File: src/rtl/arp_age_pkg.sv
`default_nettype none
// ----------------------------------------------------------------------------
// ARP cache table package
// Shared sizes, action codes and item types of the ARP cache table.
// ----------------------------------------------------------------------------
package arp_age_pkg;

   localparam int ENTRIES = 8;
   localparam int IDX_W   = (ENTRIES > 1) ? $clog2(ENTRIES) : 1;
   localparam int IP_W    = 32;
   localparam int MAC_W   = 48;
   localparam int STAMP_W = 8;
   localparam int SLOT_W  = 3;
   localparam int CNT_W   = 4;

   localparam logic [STAMP_W-1:0] MAX_AGE_RESET = 8'd120;

   typedef enum logic [1:0] {
      ACT_TICK  = 2'd0,
      ACT_HIT   = 2'd1,
      ACT_FREE  = 2'd2,
      ACT_EVICT = 2'd3
   } action_type;

   typedef enum logic {
      CMD_TICK   = 1'b0,
      CMD_UPDATE = 1'b1
   } cmd_type;

   typedef struct packed {
      logic             cmd;
      logic [IP_W-1:0]  ip_addr;
      logic [MAC_W-1:0] mac_addr;
   } req_type;

   typedef struct packed {
      action_type        action;
      logic [SLOT_W-1:0] slot;
      logic [CNT_W-1:0]  expired_count;
   } rsp_type;

endpackage
`default_nettype wire

File: src/rtl/arp_cache_table_aging.sv
`default_nettype none
// ----------------------------------------------------------------------------
// ARP cache table with aging and oldest-entry eviction
// Usage:
// An item is taken at a rising edge with start high and busy low. A tick item
// advances the 8-bit clock and clears every valid entry whose age has reached
// max_age. An update item rewrites a matching entry, fills the lowest free
// slot, or evicts the oldest entry.
// One comparator and one age subtractor visit one slot per cycle, so an item
// keeps busy high while ST_SCAN visits every slot and then while ST_DONE writes
// back. The result is shown for exactly one cycle with rsp_valid high, in the
// first cycle with busy low; a new item may be taken in that same cycle. The
// block takes no new item until it has formed the result of the last one.
// The receiver cannot stall; each result must be taken when it is shown.
// The max_age register is written through csr_valid / csr_data; csr_ready is
// always high, and writes are meant to happen while the block is idle.
// Reset empties the table, clears the clock and sets max_age to 120.
// ----------------------------------------------------------------------------
module arp_cache_table_aging (
   input  wire logic                                   clock,
   input  wire logic                                   reset,
   input  wire logic                                   start,
   output logic                                        busy,
   input  wire arp_age_pkg::req_type                   req_data,
   output logic                                        rsp_valid,
   output arp_age_pkg::rsp_type                        rsp_data,
   input  wire logic                                   csr_valid,
   output logic                                        csr_ready,
   input  wire logic [arp_age_pkg::STAMP_W-1:0]        csr_data
);

   typedef enum logic [2:0] {
      ST_IDLE = 3'b001,
      ST_SCAN = 3'b010,
      ST_DONE = 3'b100
   } state_type;

   localparam logic [arp_age_pkg::IDX_W-1:0] LAST_IDX =
      arp_age_pkg::IDX_W'(arp_age_pkg::ENTRIES - 1);

   logic [arp_age_pkg::IP_W-1:0]    entry_ip_ff    [arp_age_pkg::ENTRIES];
   logic [arp_age_pkg::MAC_W-1:0]   entry_mac_ff   [arp_age_pkg::ENTRIES];
   logic [arp_age_pkg::STAMP_W-1:0] entry_stamp_ff [arp_age_pkg::ENTRIES];

   state_type                       state_ff, state_in;
   logic [arp_age_pkg::STAMP_W-1:0] clock_now_ff, clock_now_in;
   logic [arp_age_pkg::STAMP_W-1:0] max_age_ff;
   logic [arp_age_pkg::IDX_W-1:0]   idx_ff, idx_in;
   arp_age_pkg::req_type            req_ff;

   logic                            hit_found_ff, hit_found_in;
   logic [arp_age_pkg::IDX_W-1:0]   hit_idx_ff, hit_idx_in;
   logic                            free_found_ff, free_found_in;
   logic [arp_age_pkg::IDX_W-1:0]   free_idx_ff, free_idx_in;
   logic [arp_age_pkg::STAMP_W-1:0] best_age_ff, best_age_in;
   logic [arp_age_pkg::IDX_W-1:0]   best_idx_ff, best_idx_in;
   logic [arp_age_pkg::CNT_W-1:0]   count_ff, count_in;

   logic                            rsp_valid_ff, rsp_valid_in;
   arp_age_pkg::rsp_type            rsp_ff, rsp_in;

   logic                            accept;
   logic                            cur_valid;
   logic [arp_age_pkg::STAMP_W-1:0] cur_age;
   logic                            is_tick;
   logic                            clear_en;
   logic                            write_en;
   logic [arp_age_pkg::IDX_W-1:0]   write_idx;
   logic [arp_age_pkg::IDX_W+arp_age_pkg::SLOT_W-1:0] slot_wide;

   assign accept    = start && (state_ff == ST_IDLE);
   assign busy      = (state_ff != ST_IDLE);
   assign csr_ready = 1'b1;
   assign rsp_valid = rsp_valid_ff;
   assign rsp_data  = rsp_ff;

   assign is_tick   = (req_ff.cmd == arp_age_pkg::CMD_TICK);
   assign cur_valid = (entry_ip_ff[idx_ff] != '0);
   assign cur_age   = clock_now_ff - entry_stamp_ff[idx_ff];
   assign clear_en  = (state_ff == ST_SCAN) && is_tick && cur_valid &&
                      (cur_age >= max_age_ff);
   assign write_en  = (state_ff == ST_DONE) && !is_tick;

   always_comb begin
      if (hit_found_ff) begin
         write_idx = hit_idx_ff;
      end else if (free_found_ff) begin
         write_idx = free_idx_ff;
      end else begin
         write_idx = best_idx_ff;
      end
   end

   assign slot_wide = {{arp_age_pkg::SLOT_W{1'b0}}, write_idx};

   always_comb begin
      state_in      = state_ff;
      clock_now_in  = clock_now_ff;
      idx_in        = idx_ff;
      hit_found_in  = hit_found_ff;
      hit_idx_in    = hit_idx_ff;
      free_found_in = free_found_ff;
      free_idx_in   = free_idx_ff;
      best_age_in   = best_age_ff;
      best_idx_in   = best_idx_ff;
      count_in      = count_ff;
      rsp_valid_in  = 1'b0;
      rsp_in        = rsp_ff;
      unique case (state_ff)
         ST_IDLE: begin
            if (accept) begin
               state_in      = ST_SCAN;
               idx_in        = '0;
               hit_found_in  = 1'b0;
               hit_idx_in    = '0;
               free_found_in = 1'b0;
               free_idx_in   = '0;
               best_age_in   = '0;
               best_idx_in   = '0;
               count_in      = '0;
               if (req_data.cmd == arp_age_pkg::CMD_TICK) begin
                  clock_now_in = clock_now_ff + 1'b1;
               end
            end
         end
         ST_SCAN: begin
            if (clear_en && (count_ff != '1)) begin
               count_in = count_ff + 1'b1;
            end
            if (!hit_found_ff && cur_valid && (entry_ip_ff[idx_ff] == req_ff.ip_addr)) begin
               hit_found_in = 1'b1;
               hit_idx_in   = idx_ff;
            end
            if (!free_found_ff && !cur_valid) begin
               free_found_in = 1'b1;
               free_idx_in   = idx_ff;
            end
            if (cur_age > best_age_ff) begin
               best_age_in = cur_age;
               best_idx_in = idx_ff;
            end
            if (idx_ff == LAST_IDX) begin
               state_in = ST_DONE;
            end else begin
               idx_in = idx_ff + 1'b1;
            end
         end
         ST_DONE: begin
            state_in     = ST_IDLE;
            rsp_valid_in = 1'b1;
            if (is_tick) begin
               rsp_in.action        = arp_age_pkg::ACT_TICK;
               rsp_in.slot          = '0;
               rsp_in.expired_count = count_ff;
            end else begin
               if (hit_found_ff) begin
                  rsp_in.action = arp_age_pkg::ACT_HIT;
               end else if (free_found_ff) begin
                  rsp_in.action = arp_age_pkg::ACT_FREE;
               end else begin
                  rsp_in.action = arp_age_pkg::ACT_EVICT;
               end
               rsp_in.slot          = slot_wide[arp_age_pkg::SLOT_W-1:0];
               rsp_in.expired_count = '0;
            end
         end
         default: begin
            state_in = ST_IDLE;
         end
      endcase
   end

   always_ff @(posedge clock) begin
      if (reset) begin
         state_ff     <= ST_IDLE;
         clock_now_ff <= '0;
         max_age_ff   <= arp_age_pkg::MAX_AGE_RESET;
         rsp_valid_ff <= 1'b0;
      end else begin
         state_ff     <= state_in;
         clock_now_ff <= clock_now_in;
         rsp_valid_ff <= rsp_valid_in;
         if (csr_valid && csr_ready) begin
            max_age_ff <= csr_data;
         end
      end
   end

   always_ff @(posedge clock) begin
      idx_ff        <= idx_in;
      hit_found_ff  <= hit_found_in;
      hit_idx_ff    <= hit_idx_in;
      free_found_ff <= free_found_in;
      free_idx_ff   <= free_idx_in;
      best_age_ff   <= best_age_in;
      best_idx_ff   <= best_idx_in;
      count_ff      <= count_in;
      rsp_ff        <= rsp_in;
      if (accept) begin
         req_ff <= req_data;
      end
   end

   always_ff @(posedge clock) begin
      if (reset) begin
         for (int k = 0; k < arp_age_pkg::ENTRIES; k++) begin
            entry_ip_ff[k] <= '0;
         end
      end else if (clear_en) begin
         entry_ip_ff[idx_ff] <= '0;
      end else if (write_en) begin
         entry_ip_ff[write_idx] <= req_ff.ip_addr;
      end
   end

   always_ff @(posedge clock) begin
      if (write_en) begin
         entry_mac_ff[write_idx]   <= req_ff.mac_addr;
         entry_stamp_ff[write_idx] <= clock_now_ff;
      end
   end

endmodule
`default_nettype wire

File: config.mk
export PLATFORM = sky130hd
export DESIGN_NAME = arp_cache_table_aging
export DESIGN_NICKNAME = d
export VERILOG_FILES = /design/src/rtl/arp_age_pkg.sv /design/src/rtl/arp_cache_table_aging.sv
export SDC_FILE = /design/constraint.sdc
export NUM_CORES = 1
export LEC_CHECK = 0
export ABC_CLOCK_PERIOD_IN_PS = 8150
export BUFFER_PORTS_ARGS = -buffer_cell sky130_fd_sc_hd__buf_2
export CAP_MARGIN = 20
export CELL_PAD_IN_SITES_DETAIL_PLACEMENT = 1
export CELL_PAD_IN_SITES_GLOBAL_PLACEMENT = 2
export CORE_ASPECT_RATIO = 1.1
export CORE_UTILIZATION = 40
export DETAILED_ROUTE_END_ITERATION = 12
export PLACE_DENSITY_LB_ADDON = 0.3
export SYNTH_ARGS = -nofsm -noshare
export SYNTH_HDL_FRONTEND = slang
export SYNTH_SLANG_ARGS = --single-unit
File: constraint.sdc
create_clock -name clock -period 8.15 [get_ports clock]
set_input_delay 2.0375 -clock clock [delete_from_list [all_inputs] [get_ports clock]]
set_output_delay 2.0375 -clock clock [all_outputs]
set_load 0.005 [all_outputs]
==> run_results.csv <==
group,metric,value,unit
status,outcome,"completed",
cts,cts_tree,"done",
cells_and_area,multiInputGateArea,0.005725,mm²
cts,cts_sinks,411,
routing,drt-total-wl,46970,µm
global_route,globalRoute.totalOverflow,0,
cells_and_area,final-seq-area,0.01212,mm²
cells_and_area,final_cell_area,0.02052,mm²
global_route,track_usage,21.12,%
routing,viasPerCell,5.459,
floorplan,chipWidth,205.1,µm
sta,period_minus_slack,5.818,ns
pwr,power_density,238.7,mW/mm²
run,max_cap_violations,0,
place,portBuffers,55,
floorplan,core,0.04459,mm²
routing,wl_per_cell,23.95,µm
yosys,ys.flop_type,"edfxtp_1",
sta,maxSlewHeadroom,29.62,%
global_route,antenna_found_initial,1,
cells_and_area,utilization,46.02,%
routing,num_vias,10705,
sta,tns,0,ns
routing,highest_layer,"met5",
routing,wl_met2,24690,µm
critical_path,crit_type,"flop to flop",
yosys,async_reset_ff_share,0,%
sta,drv_slew,0,
global_route,first_global_vias,11679,
cells_and_area,fillers,4504,
yosys,syn_area_per_cell,14.02,µm²
floorplan,start_util,40.72,%
yosys,synth_cell_types,59,
critical_path,worstReg2RegEnd,"entry_ip_ff[4][4]",
critical_path,critPathLaunchType,"flop",
cts,clk_path_buf_depth,3,
cts,postCtsSetupBuffers,0,
global_route,grt_pass1_wl,71380,µm
worst_hold_path,hold_path_depth,2,
routing,wl_met1,19000,µm
yosys,ys_seq_elements,411,
critical_path,endpoint_kind,"flop",
yosys,yosysTopAreaCell,"edfxtp_1",
cells_and_area,drive_gt1_share,16.81,%
yosys,synthCells,1295,
global_route,grt_max_degree,66,
yosys,synth_top_cells_by_area,"edfxtp_1 (64%), mux4_2 (7.7%), nor2_1 (5.9%)",
critical_path,reg2reg_slack,2.33,ns
floorplan,pin_count,105,
yosys,synth.most_common_cell,"edfxtp_1",
yosys,yosys_warnings,0,
sta,hold_viol,0,
pwr,p_int,3714,µW
cts,clock_latency,0.58,ns
critical_path,crit_required,8.34,ns
yosys,synth_edf_count,388,
yosys,synth-seq-area-share,66.71,%
pwr,switching_power,1184,µW
sta,tightest_slew,1.056,ns
pwr,vdd_ir_drop_max,0.2485,mV
sta,setup_viol,0,
pwr,comb_power_share,9.2,%
yosys,synth_commonest_cells,"edfxtp_1 (388), nor2_1 (287), nand2_1 (99)",
sta,rsz0062_at_grt,"no",
place,place_congestion,0.7420,
sta,fmax,0.1719,GHz
routing,first_iter_violations,561,
place,hpwl,27430,µm
floorplan,dieArea,0.04625,mm²
sta,period_share,71.39,%
worst_hold_path,hold_path_end,"max_age_ff[6]",
cts,post_cts_resized,0,
yosys,synth_area,0.01816,mm²
floorplan,die_h,225.5,µm
cts,htreeDepth,2,
cells_and_area,area_delta_synth_final,13.02,%
cells_and_area,antenna_cells,0,
worst_hold_path,hp-class,"flop to flop",
pwr,p_leak,0.007218,µW
yosys,yosysTopAreaCellShare,64.17,%
yosys,synth_fp_nets,1417,
critical_path,critPathArrivalTime,6.01,ns
cts,postCtsHoldBufs,0,
cts,clk_pin_slew_worst_paths,0.06,ns
pwr,pwr-share-seq,49.7,%
worst_hold_path,hold_start,"max_age_ff[6]",
cts,cts_buffers,45,
cts,cts_root_buffer,"clkbuf_16",
routing,first_pass_iters,4,
pwr,pwr-share-clk,41.2,%
routing,route.detailed.drc,0,
routing,ant_nets,0,
place,place_area,0.01907,mm²
routing,route.met3.wl,1806,µm
pwr,swShare,24.18,%
floorplan,num_rows,81,
critical_path,path_max_fanout,32,
sta,skew,0.02133,ns
critical_path,reg2reg_depth,18,
cells_and_area,nets,1466,
-- critical path: stages (launching register included) --
cell and delay [ns]:
dfxtp_1 0.31, buf_4 0.46, mux4_2 0.58, mux2i_1 0.25, ha_1 0.28, a21o_1 0.18
a21o_1 0.19, a31oi_1 0.29, o21bai_1 0.10, a21oi_1 0.18, xor2_1 0.37, ha_1 0.27
nor4_1 0.07, nor4_1 0.20, o21ai_0 0.13, a21oi_1 0.26, o21ai_4 0.19, o21ai_2 0.23
a21o_2 0.86
-- metal layers --
metal	up-vias	track usage, %
li1	4839	-
met1	5563	25.55
met2	213	37.88
met3	88	3.094
met4	2	7.814
met5	-	0
-- power by group through the flow --
| stage | combinational, µW | clock [µW] | sequential (µW) |
|---|---|---|---|
| 2_1_floorplan | 319 | 0 | 2440 |
| 3_3_place_gp | 453 | 0 | 2470 |
| 3_5_place_dp | 457 | 0 | 2480 |
| 4_1_cts | 459 | 2060 | 2430 |
| 5_1_grt | 486 | 2130 | 2440 |
| 6_report | 449 | 2020 | 2430 |
-- layout by cell type, fill, tap and decap left out, types with 14 or more instances in the layout --
cell type	n
and2_1	27
and3_1	14
buf_2	56
buf_4	17
clkbuf_16	46
dfxtp_1	21
edfxtp_1	388
ha_1	28
inv_1	23
mux2i_1	69
mux4_2	62
nand2_1	95
nor2_1	287
xnor2_1	23
xor2_1	24
-- final cells by class --
| class | count | share of cell area [%] |
|---|---|---|
| well taps | 581 | 3.543 |
| clock buffers | 59 | 5.848 |
| clock inverters | 24 | 1.134 |
| inverters | 25 | 0.4573 |
| repair buffers | 74 | 2.055 |
| flip-flops and latches | 411 | 59.06 |
| multi-input cells | 787 | 27.90 |
-- stage by stage --
step | total power [µW] | setup WS [ns] | cells | hold WS, ns
floorplan | 2762 | 0.6486 | 1295 | 0.4604
detailed placement | 2936 | 2.270 | 1876 | 0.4913
global placement | 2927 | 2.311 | 1876 | 0.4756
CTS | 4958 | 2.241 | 1959 | 0.5002
global route | 5059 | 1.904 | 1961 | 0.5216
finish | 4898 | 2.332 | 1961 | 0.4897
-- worst max path at each step --
stage               start                end  slack [ns]  depth (start not counted)
floorplan            flop  entry_ip_ff[1][0]        0.65                         19
global placement     flop  entry_ip_ff[4][9]        2.31                         18
finish               flop  entry_ip_ff[4][4]        2.33                         18
detailed placement   flop  entry_ip_ff[4][9]        2.27                         18
CTS                  flop  entry_ip_ff[4][3]        2.24                         18
global route         flop  entry_ip_ff[4][4]        1.90                         18
-- cell families after synthesis --
| group | after synthesis | share of synthesized area, % |
|---|---|---|
| AO/OA/AOI/OAI | 72 | 2.715 |
| XOR/XNOR | 47 | 2.267 |
| adder cells (fa/ha/maj) | 29 | 2.040 |
| buffers and inverters | 97 | 2.247 |
| flip-flops | 411 | 66.71 |
| multiplexers | 144 | 12.30 |
| other | 1 | 0.02065 |
| AND/OR/NAND/NOR | 494 | 11.70 |
-- state kept, by name, indices dropped and copies added, names as in the netlist, named ones only --
signal,count
hit_idx_ff,3
entry_stamp_ff,64
count_ff,4
max_age_ff,8
hit_found_ff,1
entry_ip_ff,256
req_ff,33
rsp_data,9
idx_ff,3
clock_now_ff,8
state_ff,3
best_idx_ff,3
rsp_valid,1
free_idx_ff,3
best_age_ff,8
free_found_ff,1
Note: power is estimated with default switching activity, not from simulation.
